### src/rtl/rexb_isqrt.sv
// rexb_isqrt: pipelined integer square root, one result bit per stage
// no package dependency; carries a sideband word alongside each request
`timescale 1ns / 1ps

module rexb_isqrt #(
    parameter int RAD_W  = 42,
    parameter int SIDE_W = 68
) (
    input  logic                  clk,
    input  logic                  rst_n,
    input  logic                  en,
    input  logic                  in_valid,
    input  logic [RAD_W-1:0]      rad,
    input  logic [SIDE_W-1:0]     side_in,
    output logic                  out_valid,
    output logic [RAD_W/2-1:0]    root,
    output logic [SIDE_W-1:0]     side_out
);

    localparam int STAGES = RAD_W / 2;

    logic [STAGES-1:0] valid_reg;
    logic [STAGES-1:0] valid_next;
    logic [RAD_W-1:0]  rem_reg  [STAGES];
    logic [RAD_W-1:0]  rem_next [STAGES];
    logic [RAD_W-1:0]  res_reg  [STAGES];
    logic [RAD_W-1:0]  res_next [STAGES];
    logic [SIDE_W-1:0] side_reg [STAGES];

    assign valid_next = {valid_reg[STAGES-2:0], in_valid};

    // one trial subtraction per stage, weight falls by four each stage
    for (genvar k = 0; k < STAGES; k++)
    begin : g_stage
        localparam logic [RAD_W:0] WEIGHT = (RAD_W+1)'(1) << (2 * (STAGES - 1 - k));

        logic [RAD_W-1:0] rem_in;
        logic [RAD_W-1:0] res_in;
        logic [RAD_W:0]   trial;
        logic             fits;

        if (k == 0)
        begin : g_first
            assign rem_in = rad;
            assign res_in = '0;
        end
        else
        begin : g_rest
            assign rem_in = rem_reg[k-1];
            assign res_in = res_reg[k-1];
        end

        assign trial       = {1'b0, res_in} + WEIGHT;
        assign fits        = {1'b0, rem_in} >= trial;
        assign rem_next[k] = fits ? RAD_W'({1'b0, rem_in} - trial) : rem_in;
        assign res_next[k] = fits ? RAD_W'(({1'b0, res_in} >> 1) + WEIGHT)
                                  : (res_in >> 1);
    end

    // valid bits
    always_ff @(posedge clk or negedge rst_n)
    begin
        if (!rst_n)
        begin
            valid_reg <= '0;
        end
        else if (en)
        begin
            valid_reg <= valid_next;
        end
    end

    // remainder, partial root and sideband per stage
    always_ff @(posedge clk)
    begin
        if (en)
        begin
            for (int k = 0; k < STAGES; k++)
            begin
                rem_reg[k] <= rem_next[k];
                res_reg[k] <= res_next[k];
            end
            side_reg[0] <= side_in;
            for (int k = 1; k < STAGES; k++)
            begin
                side_reg[k] <= side_reg[k-1];
            end
        end
    end

    assign out_valid = valid_reg[STAGES-1];
    assign root      = res_reg[STAGES-1][STAGES-1:0];
    assign side_out  = side_reg[STAGES-1];

endmodule

### config.mk
export PLATFORM = sky130hd
export DESIGN_NAME = rexb_isqrt
export DESIGN_NICKNAME = d
export VERILOG_FILES = /design/src/rtl/rexb_isqrt.sv
export SDC_FILE = /design/constraint.sdc
export NUM_CORES = 2
export LEC_CHECK = 0
export BUFFER_PORTS_ARGS = -buffer_cell sky130_fd_sc_hd__buf_2
export CAP_MARGIN = 20
export CORE_MARGIN = 2
export CORE_UTILIZATION = 35
export DETAILED_ROUTE_END_ITERATION = 6
export PLACE_DENSITY = 0.49
export SLEW_MARGIN = 5
export SYNTH_ARGS = -nofsm -noshare
export SYNTH_HDL_FRONTEND = slang
export SYNTH_SLANG_ARGS = --single-unit
export TNS_END_PERCENT = 100
### constraint.sdc
create_clock -name clk -period 4 [get_ports clk]
set_clock_uncertainty 0.05 [all_clocks]
set_input_delay 0.4 -clock clk [delete_from_list [all_inputs] [get_ports clk]]
set_output_delay 0.4 -clock clk [all_outputs]
set_load 0.02 [all_outputs]
==> metrics <==
worst-skew pair later-pin latency roughly 860 ps; max layer used met4; unrepaired setup endpoints after global routing no; CTS H-tree depth 5; Via density 4.64; Slew headroom 0.346; Slew Limit Fails 0; Routability Congestion between 0.8 and 0.9; total global-route track usage 0.118; Startpoint Class flip-flop; placed cell areas 101000 sq um; Remaining Overflow, GRT 0; number of CTS-inserted buffers between 200 and 300; clock slew seen by the registers of the worst setup and hold paths around 60 ps; hold crit path type input port to flip-flop; FF+latch count, synth around 2500; Tightest Pin Transition about 960 ps; DP Worst Slack roughly 330 ps; initial antenna violation count 3; # port buffers 203; CTS-repair resized insts 0; sequential-to-total area share from yosys stat 0.793; slack of the worst reg-to-reg path 390 ps; Post-synth top flop edfxtp_1; WP data arrival 4130 ps; Bufs and invs on worst path 0; top-count cell post-synth edfxtp_1; post-route ant nets 0; family with the most delay on the worst path compound AO/OA/AOI/OAI gates; final hold violation count 0; setup TNS 0 ps; beginning of the worst hold path side_in[67]; DRC 8; Initial Util 0.352; Cell Area, Synth around 95000 sq um; number of distinct library cells after synthesis 80; TritonCTS clock tree yes; I/O pin count 204; kind of critical path flip-flop to flip-flop; final core occ 0.411; Max Root-Sink Buffers 4; Worst R2R End rem_reg[3][118]; M1 WL ~72 mm; Synth top area share 0.788; Worst EP required 4520 ps; HPWL Detailed approximately 110 mm; Root Buffer clkbuf_16; CP Max Fanout 8; run status complete, but fails checks; crit path cell chain ha_1 -> or4_1 -> o21ai_0 -> a211oi_1 -> o31ai_1 -> a21boi_0 -> a21oi_4 -> a2111oi_0 -> xor2_1; vias in the first global route about 47000; synthesized net count 5919; Cell Pwr Density a little under 600 nW/um^2; largest net degree at the start of global routing 150; Core Box Area between 200000 and 300000 sq um; Async SR Flop Fraction 0.00833; EDFF count, synth between 2000 and 2500; critical path's slowest cell a21boi_0; post-synth top area cell edfxtp_1; TritonRoute pass-1 iters 7; row count roughly 190; Die H ~530 microns; Area growth syn-to-layout 16.7%; slack of the critical path a little under 400 ps; fmax 0.277 GHz; Die Span X approximately 530 microns; metal3 WL a little over 6 mm; most instantiated cells after synthesis edfxtp_1, inv_1, nor2_1; yosys warns 0; layout cells sized above 1 0.123; IR Drop Worst-Case VDD 0.445 mV; Max-Cap Viols 0; Worst Hold End side_reg[0][67]; initial drt markers between 2000 and 3000; Crit path largest cell delay around 600 ps; Synth Instances 5557; synth top area cells edfxtp_1, ha_1, xnor2_1; Pleak approximately 40 nW; max FFs per register between 1000 and 1500; fin crit share 0.904; WL/cell 16.7 microns; metal2 WL 80.6 mm; NumNets Final 6478; DRT Wirelength 166 mm; DR vias about 46000; failing checks DRC; Final min period 3610 ps; Cells on Worst Hold Path 2; Post-CTS Hold Fix Bufs around 120; first-pass GRT wire length about 260 mm; Avg Cell Area, Syn between 15 and 20 sq um; CP Capture Type flip-flop; die area between 200000 and 300000 sq um; Post-CTS Setup Inserts 0; Final setup viols 0; CTS sink cnt around 2500; FF-to-FF Start rem_reg[3][58]; fillcell total 24200; worst r2r path cells 9; final instance area between 100000 and 150000 sq um
-- layout by cell type (no fill, tap or decap), types with 84 or more instances in the layout --
master / instances
edfxtp_1: 2499
nand2_1: 248
inv_1: 311
ha_1: 248
nor4_1: 126
a21o_1: 84
o21ai_0: 190
nor3_1: 123
a21oi_1: 214
xor2_1: 169
buf_2: 202
nor2_1: 265
xnor2_1: 172
clkbuf_16: 284
dlygate4sd3_1: 115
-- per-stage QoR --
stage                     total power [mW]  hold slack [ps]  instances
after floorplan                       37.2             54.4       5557
final                                 64.4              198       9909
after detailed placement              39.6              329       9286
after global placement                39.6              316       9286
after CTS                             65.5             77.7       9902
after global routing                  67.4              127       9909
-- per-layer routing --
layer / track usage / vias to the layer above
met5: 0 / -
met4: 0.0557 / 0
met3: 0.0202 / 415
met2: 0.201 / 865
met1: 0.145 / 22300
li1: - / 22400
-- worst max path at each step --
stage	cells past startpoint	to	from	slack, ps
global placement	9	rem_reg[3][160]	rem_reg[3][115]	360
CTS	8	rem_reg[3][140]	rem_reg[3][115]	320
finish	9	rem_reg[3][118]	rem_reg[3][58]	390
global route	9	rem_reg[3][162]	rem_reg[3][115]	180
detailed placement	9	rem_reg[3][160]	rem_reg[3][115]	330
floorplan	9	rem_reg[3][114]	rem_reg[3][73]	980
-- where the power goes --
group	total (mW)	internal [mW]	leakage (nW)	switching (mW)
Sequential	33.1	31.8	24.5	1.29
Combinational	6.03	2.47	10.9	3.56
Clock	25.2	14.9	4.39	10.3
Total	64.4	49.3	39.8	15.1
-- area by class of cell --
type / count / area (sq um) / share of cell area
repair buffers: 407 / 3140 / 0.0283
inverters: 315 / 1180 / 0.0106
diodes: 5 / 12.5 / 0.000113
clock buffers: 349 / 7380 / 0.0664
multi-input cells: 2591 / 17800 / 0.160
well taps: 3570 / 4470 / 0.0402
flip-flops and latches: 2520 / 75600 / 0.680
clock inverters: 152 / 1680 / 0.0151
-- cells by family after synthesis --
kind of cell / after synthesis / share of synthesized area
adders and majority gates: 248 / 0.0326
DFF: 2520 / 0.793
and+or+nand+nor: 1187 / 0.0649
xor gates and xnor gates: 341 / 0.0314
AOI/OAI and AO/OA: 746 / 0.0493
muxes: 69 / 0.00801
buffers and inverters: 446 / 0.0204
(Power assumes the default switching activity.)
