[config.mk]
export PLATFORM = sky130hd
export DESIGN_NAME = rexb_prep
export DESIGN_NICKNAME = d
export VERILOG_FILES = /design/src/rtl/rexb_pkg.sv /design/src/rtl/rexb_prep.sv
export SDC_FILE = /design/constraint.sdc
export NUM_CORES = 2
export LEC_CHECK = 0
export BUFFER_PORTS_ARGS = -buffer_cell sky130_fd_sc_hd__buf_2
export CAP_MARGIN = 20
export CORE_MARGIN = 8
export CORE_UTILIZATION = 58
export CTS_CLUSTER_SIZE = 12
export DETAILED_ROUTE_END_ITERATION = 12
export GPL_TIMING_DRIVEN = 0
export HOLD_SLACK_MARGIN = 0.03
export PLACE_DENSITY_LB_ADDON = 0.1
export SETUP_SLACK_MARGIN = 0.05
export SLEW_MARGIN = 20
export SYNTH_ARGS = -nofsm -noshare
export SYNTH_HDL_FRONTEND = slang
export SYNTH_SLANG_ARGS = --single-unit
export TNS_END_PERCENT = 1
[constraint.sdc]
create_clock -name clk -period 5.9 [get_ports clk]
set_input_delay 0.295 -clock clk [delete_from_list [all_inputs] [get_ports clk]]
set_output_delay 0.295 -clock clk [all_outputs]
set_load 0.03 [all_outputs]
[src/rtl/rexb_pkg.sv]
// rexb_pkg: shared types and constants for the roi expand bounds check block
// no dependencies; imported by rexb_prep, rexb_scale and roi_expand_bounds_check
`timescale 1ns / 1ps

package rexb_pkg;

    // register field widths that do not vary
    localparam int IMG_BITS  = 12;
    localparam int MODE_BITS = 4;

    // ratio is unsigned q.12, this code means 1.0
    localparam int RATIO_ONE      = 4096;
    localparam int RATIO_ONE_BITS = 13;

    // fixed point alignment shifts
    localparam int Q4_TO_Q8   = 4;   // edge q.4 to length q.8
    localparam int RAD_SHIFT  = 8;   // q.8 sum of squares to q.16 radicand
    localparam int Q4_TO_Q20  = 16;  // q.4 to q.20
    localparam int IMG_TO_Q20 = 21;  // whole pixels to twice q.20

    // reset values of the configuration registers
    localparam int RESET_IMG_W = 1920;
    localparam int RESET_IMG_H = 1080;

    // configuration register indexes
    typedef enum logic [1:0] {
        CFG_SCALE_RATIO  = 2'd0,
        CFG_SCALE_MODE   = 2'd1,
        CFG_IMAGE_WIDTH  = 2'd2,
        CFG_IMAGE_HEIGHT = 2'd3
    } cfg_index_t;

    // scale modes; codes above MODE_NONE always pass
    typedef enum logic [MODE_BITS-1:0] {
        MODE_WLEN       = 4'd0,
        MODE_WRATIO     = 4'd1,
        MODE_HRATIO     = 4'd2,
        MODE_LSIDE_RAT  = 4'd3,
        MODE_HLEN       = 4'd4,
        MODE_LSIDE_LEN  = 4'd5,
        MODE_LSIDE_SQ   = 4'd6,
        MODE_DIAG_SQ    = 4'd7,
        MODE_NONE       = 4'd8
    } scale_mode_t;

    // mode control handed from the register bank to the scale stages
    typedef struct packed {
        scale_mode_t mode;
        logic        bypass;  // unit ratio or unknown mode: always pass
    } mode_ctrl_t;

endpackage

[src/rtl/rexb_prep.sv]
// rexb_prep: box size, doubled center and squared diagonal, three stages
// depends on rexb_pkg; feeds rexb_isqrt inside roi_expand_bounds_check
`timescale 1ns / 1ps

module rexb_prep #(
    parameter int COORD_BITS = 16
) (
    input  logic                      clk,
    input  logic                      rst_n,
    input  logic                      en,
    input  logic                      in_valid,
    input  logic [COORD_BITS-1:0]     box_left,
    input  logic [COORD_BITS-1:0]     box_top,
    input  logic [COORD_BITS-1:0]     box_right,
    input  logic [COORD_BITS-1:0]     box_bottom,
    output logic                      out_valid,
    output logic [2*COORD_BITS+9:0]   rad,
    output logic [4*COORD_BITS+3:0]   side
);

    import rexb_pkg::*;

    localparam int CW     = COORD_BITS + 1;
    localparam int SQ_W   = 2 * COORD_BITS;
    localparam int RAD_W  = 2 * COORD_BITS + 10;
    localparam int SIDE_W = 4 * CW;

    logic [2:0] valid_reg;
    logic [2:0] valid_next;

    logic signed [CW-1:0] w_reg;
    logic signed [CW-1:0] h_reg;
    logic [CW-1:0]        cx_reg;
    logic [CW-1:0]        cy_reg;
    logic signed [CW-1:0] w_next;
    logic signed [CW-1:0] h_next;
    logic [CW-1:0]        cx_next;
    logic [CW-1:0]        cy_next;

    logic signed [2*CW-1:0] ww_full;
    logic signed [2*CW-1:0] hh_full;
    logic [SQ_W-1:0]        ww_reg;
    logic [SQ_W-1:0]        hh_reg;
    logic [SIDE_W-1:0]      side2_reg;

    logic [RAD_W-1:0]  rad_reg;
    logic [RAD_W-1:0]  rad_next;
    logic [SIDE_W-1:0] side3_reg;

    // stage 1: signed size and twice the center
    assign w_next  = $signed({1'b0, box_right})  - $signed({1'b0, box_left});
    assign h_next  = $signed({1'b0, box_bottom}) - $signed({1'b0, box_top});
    assign cx_next = CW'(box_left) + CW'(box_right);
    assign cy_next = CW'(box_top)  + CW'(box_bottom);

    // stage 2: squares of the size
    assign ww_full = w_reg * w_reg;
    assign hh_full = h_reg * h_reg;

    // stage 3: radicand in q.16
    assign rad_next = (RAD_W'(ww_reg) + RAD_W'(hh_reg)) << RAD_SHIFT;

    assign valid_next = {valid_reg[1:0], in_valid & en};

    // valid bits
    always_ff @(posedge clk or negedge rst_n)
    begin
        if (!rst_n)
        begin
            valid_reg <= '0;
        end
        else if (en)
        begin
            valid_reg <= valid_next;
        end
    end

    // payload stages
    always_ff @(posedge clk)
    begin
        if (en)
        begin
            w_reg     <= w_next;
            h_reg     <= h_next;
            cx_reg    <= cx_next;
            cy_reg    <= cy_next;
            ww_reg    <= SQ_W'(ww_full);
            hh_reg    <= SQ_W'(hh_full);
            side2_reg <= {w_reg, h_reg, cx_reg, cy_reg};
            rad_reg   <= rad_next;
            side3_reg <= side2_reg;
        end
    end

    assign out_valid = valid_reg[2];
    assign rad       = rad_reg;
    assign side      = side3_reg;

endmodule

==> impl_metrics.env <==
export IMPL_status="finished with violations"
export IMPL_violations="setup timing"
export IMPL_maxCapViolations=0
export IMPL_crit_buf_inv=6
export IMPL_dp_final_hpwl_um=54800
export IMPL_min_delay_path_depth=3
export IMPL_synth_edf_count=291
export IMPL_grt_pass1_vias=23400
export IMPL_dr_total_vias=21300
export IMPL_synth_top_flop_cell="edfxtp_1"
export IMPL_slowest_stage="fa_2"
export IMPL_timing_fmax_ghz=0.159
export IMPL_synth_top_area_share_pct=32.3
export IMPL_drtAntennaViolNets=0
export IMPL_start_util_pct=58.4
export IMPL_firstDrtPassIters=5
export IMPL_relSlewSlack_pct=54.1
export IMPL_grt_max_degree=109
export IMPL_dpl_worst_slack_ns=-1.16
export IMPL_cts_sinks=294
export IMPL_routed_wl_um=71400
export IMPL_final_net_count=4117
export IMPL_die_h_um=251
export IMPL_setup_ws_ns=-0.391
export IMPL_cpMostUsedCell="fa_1"
export IMPL_synth_cell_types=73
export IMPL_fin_crit_ns=6.29
export IMPL_worstPathCellList="clkbuf_8 -> clkbuf_16 -> buf_12 -> nand2_4 -> inv_2 -> fa_2 -> inv_2 -> fa_2 -> inv_2 -> fa_1 -> fa_1 -> fa_1 -> fa_1 -> ha_4 -> nand3_4 -> nor3_4 -> nand2_2 -> a31oi_4 -> o21ai_2 -> a21oi_2 -> nor4_1 -> a311o_1"
export IMPL_reg2reg_slack_ns=-0.39
export IMPL_drive_gt1_share_pct=15.2
export IMPL_timing_final_crit_share_pct=107
export IMPL_crit_required_ns=6.21
export IMPL_critical_path_endpoint_type="register"
export IMPL_synth_area_um2=32000
export IMPL_htreeDepth=2
export IMPL_worstMarginPinSlew_ns=0.688
export IMPL_grt_busiest_layer="met2"
export IMPL_place_congestion=0.908
export IMPL_use_met1_pct=31.5
export IMPL_wire_per_inst_um=17.9
export IMPL_syn_avg_cell_area_um2=10.8
export IMPL_rows=86
export IMPL_yosys_warnings=0
export IMPL_cts_tree="done"
export IMPL_synth_top_area_cell="fa_1"
export IMPL_r2r_end="hh_reg[31]"
export IMPL_cp_max_fo=6
export IMPL_die_area_um2=63000
export IMPL_critical_path_max_stage_delay_ns=0.61
export IMPL_clk_pin_slew_ns=0.06
export IMPL_setup_worst_path_start="h_reg[2]"
export IMPL_cp_top_family="adder cells"
export IMPL_worst_r2r_startpoint="h_reg[2]"
export IMPL_antenna_found_initial=2
export IMPL_tritoncts_num_buffers=36
export IMPL_grt_met2_usage_pct=39.6
export IMPL_postPlaceCellArea_um2=34100
export IMPL_crit_arrival_ns=6.60
export IMPL_multi_input_area_um2=20600
export IMPL_register_area_um2=8810
export IMPL_final_fill_count=4284
export IMPL_fin_skew_ns=0.0327
export IMPL_grtUsageMet3_pct=4.11
export IMPL_via_per_inst=5.32
export IMPL_synth_seq_cells=294
export IMPL_hold_start="box_left[0]"
export IMPL_largest_reg_flops=66
export IMPL_syn_to_final_growth_pct=14.5
export IMPL_synthCells=2958
export IMPL_die_w_um=251
export IMPL_synthArstFlopShare_pct=1.02
export IMPL_rsz0062_at_grt="true"
export IMPL_grt_ovfl_total=0
export IMPL_coreArea_um2=54900
export IMPL_finalHoldViolCount=0
export IMPL_holdPathEnd="w_reg[0]"
export IMPL_port_buffers=169
export IMPL_reg2reg_depth=22
export IMPL_fin_cells=3998
export IMPL_setup_viol=21
export IMPL_clk_latency_ns=0.56
export IMPL_synth_area_leaders="fa_1 (32%), edfxtp_1 (27%), ha_1 (10%)"
export IMPL_crit_path_start_kind="register"
export IMPL_ios=179
export IMPL_track_usage_pct=23.4
export IMPL_dp_cells=3841
export IMPL_initialDrtViolationCount=1022
export IMPL_worstHoldPathType="input pin to register"
export IMPL_crit_type="register to register"
export IMPL_grt_pass1_wl_um=118000
export IMPL_clk_path_buf_depth=3
export IMPL_drv_slew=0
export IMPL_fin_area_um2=36700
export IMPL_seq_area_frac_synth_pct=27.5
export IMPL_cts_root_buffer="clkbuf_16"
export IMPL_post_route_drc_count=0
-- cells in the final DEF (no fill, tap or decap), types with 16 or more instances in the layout --
master / n
clkbuf_16: 42
a31oi_1: 16
buf_2: 171
xor2_1: 30
fa_1: 499
a21o_1: 30
xnor2_1: 133
edfxtp_1: 291
clkbuf_1: 19
a21oi_1: 67
nor2b_1: 44
and2_1: 107
o21ai_0: 31
nor3_1: 40
buf_4: 97
nand3_1: 18
ha_4: 19
inv_1: 748
nand2b_1: 24
fa_2: 18
nand2_1: 177
nor2_1: 107
ha_1: 241
-- layer usage --
layer / part of all wire, % / vias up / routed length (um)
li1: - / 9824 / -
met1: 42 / 10800 / 30100
met2: 49 / 518 / 35200
met3: 6.4 / 98 / 4600
met4: 2.2 / 0 / 1550
met5: 0 / - / 0
-- cell usage after synthesis, types with 4 or more instances --
cell type    n
clkbuf_1    57
and3_1      14
xor2_1      30
and2_1     110
o21ai_0     39
nor3_1      44
fa_1       517
ha_1       263
nand3_1     20
o31a_1       4
o21ai_1     10
xnor2_1    133
nor2_1     109
edfxtp_1   291
nor4_1       6
a31o_2       6
nand2b_1    24
a21o_1      30
or2_2       10
nand4_1      7
o21a_1      14
a211o_1      5
nor2b_1     44
mux2_2       5
buf_4       11
o21bai_1    14
a31oi_1     18
nand2_1    189
inv_1      761
mux2i_1      5
o31ai_1     10
a221oi_1     7
a211oi_1    12
a21oi_1     75
-- worst max-delay path by stage --
stage | end | slack, ns | cells after the start
3_5_place_dp | hh_reg[30] | -1.16 | 19
3_3_place_gp | hh_reg[30] | -1.04 | 19
2_1_floorplan | ww_reg[27] | 0.001 | 21
4_1_cts | hh_reg[31] | -0.35 | 22
6_report | hh_reg[31] | -0.39 | 22
5_1_grt | ww_reg[31] | -0.59 | 21
-- stage by stage --
stage | TNS (ns) | hold WS, ns | utilization [%]
floorplan | 0 | -0.000591 | -
global placement | -20.44 | 0.0875 | 62.0
detailed placement | -21.93 | 0.0938 | 62.1
CTS | -3.82 | 0.133 | 66.5
global route | -9.18 | 0.175 | 66.8
finish | -4.26 | 0.168 | 66.8
-- tightest hold or removal path, stage by stage --
cell	delay [ns]
buf_2	0.09
ha_1	0.13
inv_1	0.04
-- cells by family after synthesis --
family                     share of synthesized area, %
other                                            0.0117
DFF                                                27.5
muxes                                             0.332
and+or+nand+nor                                    9.06
AOI/OAI and AO/OA                                  6.13
buffers and inverters                              9.89
xor gates and xnor gates                           4.46
adders and majority gates                          42.6
-- cell type report --
| cell class | instances | share of cell area [%] |
|---|---|---|
| multi-input combinational | 1840 | 56.3 |
| tap | 704 | 2.40 |
| clock buffer | 38 | 2.53 |
| sequential | 294 | 24.0 |
| inverter | 761 | 7.81 |
| clock inverter | 24 | 0.553 |
| antenna | 1 | 0.00682 |
| buffer | 71 | 1.76 |
| timing repair buffer | 265 | 4.61 |
-- repair_timing --
item | 4_1_cts | 5_1_grt
setup buffers | 89 | 2
endpoints found under the setup margin | 36 | 35
endpoints found under the hold margin | 4 | 0
hold buffers | 3 | 0
gates resized for setup | 129 | 51
pin swaps | 61 | 17
Power is left out: the tool's default activity adds up to more than one toggle a clock period on the data nets, which glitch-free logic cannot reach.
