[src/rtl/rexb_pkg.sv]
// rexb_pkg: shared types and constants for the roi expand bounds check block
// no dependencies; imported by rexb_prep, rexb_scale and roi_expand_bounds_check
`timescale 1ns / 1ps

package rexb_pkg;

    // register field widths that do not vary
    localparam int IMG_BITS  = 12;
    localparam int MODE_BITS = 4;

    // ratio is unsigned q.12, this code means 1.0
    localparam int RATIO_ONE      = 4096;
    localparam int RATIO_ONE_BITS = 13;

    // fixed point alignment shifts
    localparam int Q4_TO_Q8   = 4;   // edge q.4 to length q.8
    localparam int RAD_SHIFT  = 8;   // q.8 sum of squares to q.16 radicand
    localparam int Q4_TO_Q20  = 16;  // q.4 to q.20
    localparam int IMG_TO_Q20 = 21;  // whole pixels to twice q.20

    // reset values of the configuration registers
    localparam int RESET_IMG_W = 1920;
    localparam int RESET_IMG_H = 1080;

    // configuration register indexes
    typedef enum logic [1:0] {
        CFG_SCALE_RATIO  = 2'd0,
        CFG_SCALE_MODE   = 2'd1,
        CFG_IMAGE_WIDTH  = 2'd2,
        CFG_IMAGE_HEIGHT = 2'd3
    } cfg_index_t;

    // scale modes; codes above MODE_NONE always pass
    typedef enum logic [MODE_BITS-1:0] {
        MODE_WLEN       = 4'd0,
        MODE_WRATIO     = 4'd1,
        MODE_HRATIO     = 4'd2,
        MODE_LSIDE_RAT  = 4'd3,
        MODE_HLEN       = 4'd4,
        MODE_LSIDE_LEN  = 4'd5,
        MODE_LSIDE_SQ   = 4'd6,
        MODE_DIAG_SQ    = 4'd7,
        MODE_NONE       = 4'd8
    } scale_mode_t;

    // mode control handed from the register bank to the scale stages
    typedef struct packed {
        scale_mode_t mode;
        logic        bypass;  // unit ratio or unknown mode: always pass
    } mode_ctrl_t;

endpackage

[src/rtl/rexb_scale.sv]
// rexb_scale: new size from the ratio, degenerate test and image bounds test
// depends on rexb_pkg; three stages after the square root
`timescale 1ns / 1ps

module rexb_scale #(
    parameter int COORD_BITS = 16,
    parameter int RATIO_BITS = 16
) (
    input  logic                          clk,
    input  logic                          rst_n,
    input  logic                          en,
    input  logic                          in_valid,
    input  logic [COORD_BITS+4:0]         root,
    input  logic [4*COORD_BITS+3:0]       side,
    input  logic [RATIO_BITS-1:0]         ratio,
    input  rexb_pkg::mode_ctrl_t          mode_ctrl,
    input  logic [rexb_pkg::IMG_BITS-1:0] img_w,
    input  logic [rexb_pkg::IMG_BITS-1:0] img_h,
    output logic                          out_valid,
    output logic                          fail
);

    import rexb_pkg::*;

    localparam int CW    = COORD_BITS + 1;
    localparam int LB    = COORD_BITS + 6;
    localparam int RX    = (RATIO_BITS > RATIO_ONE_BITS) ? RATIO_BITS : RATIO_ONE_BITS;
    localparam int PW    = LB + RX + 1;
    localparam int SUM_A = COORD_BITS + RX + 10;
    localparam int SUM_B = COORD_BITS + 20;
    localparam int SUM_0 = (SUM_A > SUM_B) ? SUM_A : SUM_B;
    localparam int SUM_W = (SUM_0 > 36) ? SUM_0 : 36;

    logic [2:0] valid_reg;
    logic [2:0] valid_next;

    // unpacked sideband
    logic signed [CW-1:0] w_s;
    logic signed [CW-1:0] h_s;
    logic [CW-1:0]        cx_s;
    logic [CW-1:0]        cy_s;

    assign w_s  = side[4*CW-1 -: CW];
    assign h_s  = side[3*CW-1 -: CW];
    assign cx_s = side[2*CW-1 -: CW];
    assign cy_s = side[CW-1:0];

    // stage 1 signals
    logic                 gt_next;
    logic signed [CW-1:0] big_s;
    logic signed [LB-1:0] len_a;
    logic signed [LB-1:0] len_b;
    logic [RX-1:0]        r_eff;
    logic signed [RX:0]   r_s;
    logic signed [PW-1:0] prod_a_next;
    logic signed [PW-1:0] prod_b_next;

    logic signed [PW-1:0] prod_a_reg;
    logic signed [PW-1:0] prod_b_reg;
    logic signed [CW-1:0] w1_reg;
    logic signed [CW-1:0] h1_reg;
    logic [CW-1:0]        cx1_reg;
    logic [CW-1:0]        cy1_reg;
    logic                 gt1_reg;

    // stage 2 signals
    logic signed [SUM_W-1:0] w20;
    logic signed [SUM_W-1:0] h20;
    logic signed [SUM_W-1:0] wn_next;
    logic signed [SUM_W-1:0] hn_next;
    logic                    degen_next;

    logic signed [SUM_W-1:0] wn_reg;
    logic signed [SUM_W-1:0] hn_reg;
    logic                    degen_reg;
    logic [CW-1:0]           cx2_reg;
    logic [CW-1:0]           cy2_reg;

    // stage 3 signals
    logic signed [SUM_W-1:0] cx20;
    logic signed [SUM_W-1:0] cy20;
    logic signed [SUM_W-1:0] iw;
    logic signed [SUM_W-1:0] ih;
    logic signed [SUM_W-1:0] edge_l;
    logic signed [SUM_W-1:0] edge_r;
    logic signed [SUM_W-1:0] edge_t;
    logic signed [SUM_W-1:0] edge_b;
    logic                    outside;
    logic                    fail_next;
    logic                    fail_reg;

    // stage 1: pick the lengths in q.8 and multiply by the ratio
    assign gt_next = w_s > h_s;
    assign big_s   = gt_next ? w_s : h_s;
    assign r_eff   = (mode_ctrl.mode == MODE_NONE) ? RX'(RATIO_ONE) : RX'(ratio);
    assign r_s     = {1'b0, r_eff};

    always_comb
    begin
        case (mode_ctrl.mode)
            MODE_LSIDE_SQ:
            begin
                len_a = LB'(big_s) << Q4_TO_Q8;
                len_b = LB'(big_s) << Q4_TO_Q8;
            end
            MODE_DIAG_SQ:
            begin
                len_a = LB'(root);
                len_b = LB'(root);
            end
            default:
            begin
                len_a = LB'(w_s) << Q4_TO_Q8;
                len_b = LB'(h_s) << Q4_TO_Q8;
            end
        endcase
    end

    assign prod_a_next = len_a * r_s;
    assign prod_b_next = len_b * r_s;

    // stage 2: new width and height in q.20, length modes shift the other side by the same change
    assign w20 = SUM_W'(w1_reg) << Q4_TO_Q20;
    assign h20 = SUM_W'(h1_reg) << Q4_TO_Q20;

    always_comb
    begin
        wn_next    = SUM_W'(prod_a_reg);
        hn_next    = SUM_W'(prod_b_reg);
        degen_next = 1'b0;
        case (mode_ctrl.mode)
            MODE_WLEN:
            begin
                hn_next    = h20 + SUM_W'(prod_a_reg) - w20;
                degen_next = hn_next <= 0;
            end
            MODE_HLEN:
            begin
                wn_next    = w20 + SUM_W'(prod_b_reg) - h20;
                degen_next = wn_next <= 0;
            end
            MODE_LSIDE_LEN:
            begin
                if (gt1_reg)
                begin
                    hn_next    = h20 + SUM_W'(prod_a_reg) - w20;
                    degen_next = hn_next <= 0;
                end
                else
                begin
                    wn_next    = w20 + SUM_W'(prod_b_reg) - h20;
                    degen_next = wn_next <= 0;
                end
            end
            default:
            begin
                degen_next = 1'b0;
            end
        endcase
    end

    // stage 3: edges in twice q.20 against the image
    assign cx20   = SUM_W'(cx2_reg) << Q4_TO_Q20;
    assign cy20   = SUM_W'(cy2_reg) << Q4_TO_Q20;
    assign iw     = SUM_W'(img_w) << IMG_TO_Q20;
    assign ih     = SUM_W'(img_h) << IMG_TO_Q20;
    assign edge_l = cx20 - wn_reg;
    assign edge_r = cx20 + wn_reg;
    assign edge_t = cy20 - hn_reg;
    assign edge_b = cy20 + hn_reg;

    assign outside   = (edge_l < 0) || (edge_t < 0) || (edge_r > iw) || (edge_b > ih);
    assign fail_next = !mode_ctrl.bypass && (degen_reg || outside);

    assign valid_next = {valid_reg[1:0], in_valid};

    // valid bits
    always_ff @(posedge clk or negedge rst_n)
    begin
        if (!rst_n)
        begin
            valid_reg <= '0;
        end
        else if (en)
        begin
            valid_reg <= valid_next;
        end
    end

    // payload stages
    always_ff @(posedge clk)
    begin
        if (en)
        begin
            prod_a_reg <= prod_a_next;
            prod_b_reg <= prod_b_next;
            w1_reg     <= w_s;
            h1_reg     <= h_s;
            cx1_reg    <= cx_s;
            cy1_reg    <= cy_s;
            gt1_reg    <= gt_next;
            wn_reg     <= wn_next;
            hn_reg     <= hn_next;
            degen_reg  <= degen_next;
            cx2_reg    <= cx1_reg;
            cy2_reg    <= cy1_reg;
            fail_reg   <= fail_next;
        end
    end

    assign out_valid = valid_reg[2];
    assign fail      = fail_reg;

endmodule

[config.mk]
export PLATFORM = sky130hd
export DESIGN_NAME = rexb_scale
export DESIGN_NICKNAME = d
export VERILOG_FILES = /design/src/rtl/rexb_pkg.sv /design/src/rtl/rexb_scale.sv
export SDC_FILE = /design/constraint.sdc
export NUM_CORES = 2
export LEC_CHECK = 0
export BUFFER_PORTS_ARGS = -buffer_cell sky130_fd_sc_hd__buf_2
export CORE_MARGIN = 1
export CORE_UTILIZATION = 45
export CTS_CLUSTER_SIZE = 30
export DETAILED_ROUTE_END_ITERATION = 7
export GPL_TIMING_DRIVEN = 0
export MAX_ROUTING_LAYER = met4
export PLACE_DENSITY = 0.65
export SYNTH_ARGS = -nofsm -noshare
export SYNTH_HDL_FRONTEND = slang
export SYNTH_SLANG_ARGS = --single-unit
export TNS_END_PERCENT = 10
[constraint.sdc]
create_clock -name clk -period 6.7 [get_ports clk]
set_input_delay 1.34 -clock clk [delete_from_list [all_inputs] [get_ports clk]]
set_output_delay 1.34 -clock clk [all_outputs]
set_load 0.01 [all_outputs]
==> summary.md <==
| Metric | Value |
|---|---|
| Status | `finished with violations` |
| Failing checks | `setup timing` |
| Fillcell total | `9287` |
| # H-tree levels | `1` |
| Mapped Nets | `6199` |
| Synthesis-to-finish area growth | `14.7%` |
| EDFF count, synth | `261` |
| Worst r2r src | `hn_reg[16]$_DFFE_PP_` |
| Die Span Y | `318 um` |
| Total GRT Usage | `31.3%` |
| Grt total ovfl | `0` |
| Antenna violations before repair | `6` |
| Commonest non-fill, non-tap cell in the layout | `inv_1` |
| Layout Skew | `0.0237 ns` |
| Starting Density | `45.6%` |
| Layout cells sized above 1 | `13.2%` |
| Crit path top cell by count | `fa_1` |
| Layout Cells excl Fill | `6567` |
| Pins Over Slew Limit | `0` |
| Die ar. | `101000 um^2` |
| Worst Setup EP | `prod_a_reg[34]$_DFFE_PP_` |
| Clock buffer count from CTS | `27` |
| Post-route antenna net violation count | `0` |
| Seq/Total Area, Yosys | `17.6%` |
| First DRT Iteration DRCs | `2488` |
| Average wire per standard cell | `23.2 um` |
| Antenna fix cells | `0` |
| Largest net degree at the start of global routing | `130` |
| Max_cap viols | `0` |
| Root buffer cell | `clkbuf_16` |
| Fmax | `106 MHz` |
| Critical path class | `in -> reg` |
| Hold Crit Class | `reg -> reg` |
| Port Buffers | `138` |
| Reg2reg setup slack | `1.12 ns` |
| Post-Syn Area | `45000 um^2` |
| Required @ worst endpoint | `7.01 ns` |
| Setup crit end kind | `flop` |
| Crit start category | `primary input` |
| Slowest cell on the critical path | `fa_1` |
| CTS tree | `done` |
| Fin crit period | `9.45 ns` |
| Yosys reg bits | `264` |
| Asr flop ratio synth | `1.14%` |
| Setup ws final | `-2.75 ns` |
| Setup tns final | `-120.54 ns` |
| Hold-fix buffers at CTS | `0` |
| Final Net Count | `6496` |
| Hold Path Origin | `cx1_reg[1]$_DFFE_PP_` |
| Vias in the first global route | `37517` |
| CTS Sinks | `264` |
| Critical path's largest stage delay | `0.62 ns` |
| Drt via density | `5.49` |
| Placed cells | `6391` |
| Placed wire-length estimate | `129000 um` |
| I/O pins | `140` |
| Final Hold Fails | `0` |
| FF-to-FF path depth | `23` |
| Yosys warning count | `0` |
| GP Congestion | `1.06` |
| Multi-input gate area | `34000 um^2` |
| Worst Max-Slew Pin Slew | `1.19 ns` |
| Post-Syn Instances | `4963` |
| DRC | `0` |
| Die W | `318 um` |
| Most used flip-flop cell after synthesis | `edfxtp_1` |
| Unique masters post-synth | `98` |
| Worst r2r dst | `fail$_DFFE_PP_` |
| Final period util | `141%` |
| DR vias | `36034` |
| Most used routing layer | `met2` |
| M1 GR Usage | `40.1%` |
| Rel. slew slack | `20.9%` |
| Crit-path max FO | `7` |
| Worst EP arrival | `9.76 ns` |
| Setup violators final | `62` |
| Clk_lat worst skew | `0.58 ns` |
| Maximum buffer depth of the clock tree | `3` |
| Clk slew on worst S/H paths | `0.07 ns` |
| Hold Path Cell Cnt | `0` |
| Pre-antenna DRT Iters | `8` |
| Critical Path Source | `side[35]` |
| Final WL | `152000 um` |
| Most frequent cells in the layout | `inv_1, fa_1, nand2_1` |
| Storage cell area | `7910 um^2` |
| Synth Area per Inst | `9.07 um^2` |
| Rows | `115` |
| GR met3 Demand/Resource | `4.69%` |
| Core area | `98700 um^2` |
| Grt met2 use | `49.6%` |
| First-pass GRT wire length | `230000 um` |
| Unrepaired setup endpoints after global routing | `true` |
Yosys cell counts (6+ instances only):
cell,count,area share (%)
inv_1,1162,9.7
fa_1,737,33
nand2_1,553,4.6
nor2_1,401,3.3
ha_1,361,10
edfxtp_1,261,17
a21oi_1,202,2.2
o21ai_0,153,1.7
clkbuf_1,150,1.3
xnor2_1,110,2.1
a21o_1,77,1.3
xor2_1,56,1.1
nand3_1,47,0.52
o21a_1,46,0.77
mux2_2,45,1.1
nand4_1,41,0.57
nand2b_1,37,0.51
nor3_1,34,0.38
a31oi_1,32,0.44
and2_1,28,0.39
nor2b_1,28,0.39
a22oi_1,26,0.43
o21bai_1,24,0.40
nor4_1,23,0.32
a211oi_1,22,0.37
o31ai_1,20,0.33
o211ai_1,18,0.30
a21boi_0,15,0.25
a22o_1,15,0.29
and3_1,15,0.21
o21ai_1,15,0.17
or3_1,12,0.17
a2111oi_0,9,0.18
a31o_2,9,0.18
buf_1,8,0.067
mux2i_1,8,0.18
o2111ai_1,8,0.16
or4_1,8,0.13
and4_1,6,0.12
through the flow:
| stage | instance area (um^2) | hold WS [ns] | utilization (%) | worst slack (ns) |
|---|---|---|---|---|
| 6_report | 51600 | 0.417 | 52.3 | -2.75 |
| 5_1_grt | 51600 | 0.420 | 52.3 | -3.01 |
| 4_1_cts | 50700 | 0.414 | 51.4 | -2.90 |
| 3_3_place_gp | 47700 | 0.403 | 48.3 | -5.16 |
| 2_1_floorplan | 45400 | 0.400 | - | -2.41 |
| 3_5_place_dp | 47800 | 0.405 | 48.4 | -5.17 |
routing by layer:
metal	up-vias	part of all wire, %	wire [um]
li1	16326	-	-
met1	18026	41	62900
met2	1363	46	70100
met3	319	7.5	11400
met4	0	5.1	7690
met5	-	0	0
layout make-up:
cell class | instances | share of cell area (%)
Multi-Input combinational cell | 3374 | 65.9
Sequential cell | 264 | 15.3
Inverter | 1162 | 8.49
Timing Repair Buffer | 277 | 3.78
Tap cell | 1287 | 3.12
Buffer | 154 | 1.70
Clock buffer | 29 | 1.32
Clock inverter | 20 | 0.376
worst min-delay path by stage:
stage / to / slack, ns
2_1_floorplan: cx2_reg[0]$_DFFE_PP_ / 0.40
3_3_place_gp: cy2_reg[13]$_DFFE_PP_ / 0.40
3_5_place_dp: cx2_reg[10]$_DFFE_PP_ / 0.40
4_1_cts: cx2_reg[1]$_DFFE_PP_ / 0.41
5_1_grt: cx2_reg[1]$_DFFE_PP_ / 0.42
6_report: cx2_reg[1]$_DFFE_PP_ / 0.42
worst max-delay path: cells and delay by family:
| kind | cells | cell delay (ns) |
|---|---|---|
| simple gates | 5 | 0.85 |
| compound gates | 15 | 2.69 |
| xor+xnor | 1 | 0.13 |
| buf+inv | 8 | 0.97 |
| fa+ha+maj | 8 | 3.74 |
logic make-up after synthesis:
group	after synthesis	synth area share (%)
DFF	264	17.6
xor gates and xnor gates	166	3.23
and+or+nand+nor	1281	12.6
muxes	53	1.30
buffers and inverters	1325	11.1
AOI/OAI and AO/OA	776	11.4
adders and majority gates	1098	42.8
repair_timing:
| item | CTS | global route |
|---|---|---|
| resized for setup | 301 | 113 |
| pin swaps | 85 | 61 |
| buffers inserted | 87 | 47 |
| gates cloned | 1 | 1 |
| endpoints found under the setup margin | 68 | 64 |
Power is not shown: default switching activity piles up to over one toggle a cycle in this logic, so the estimate is an artifact.
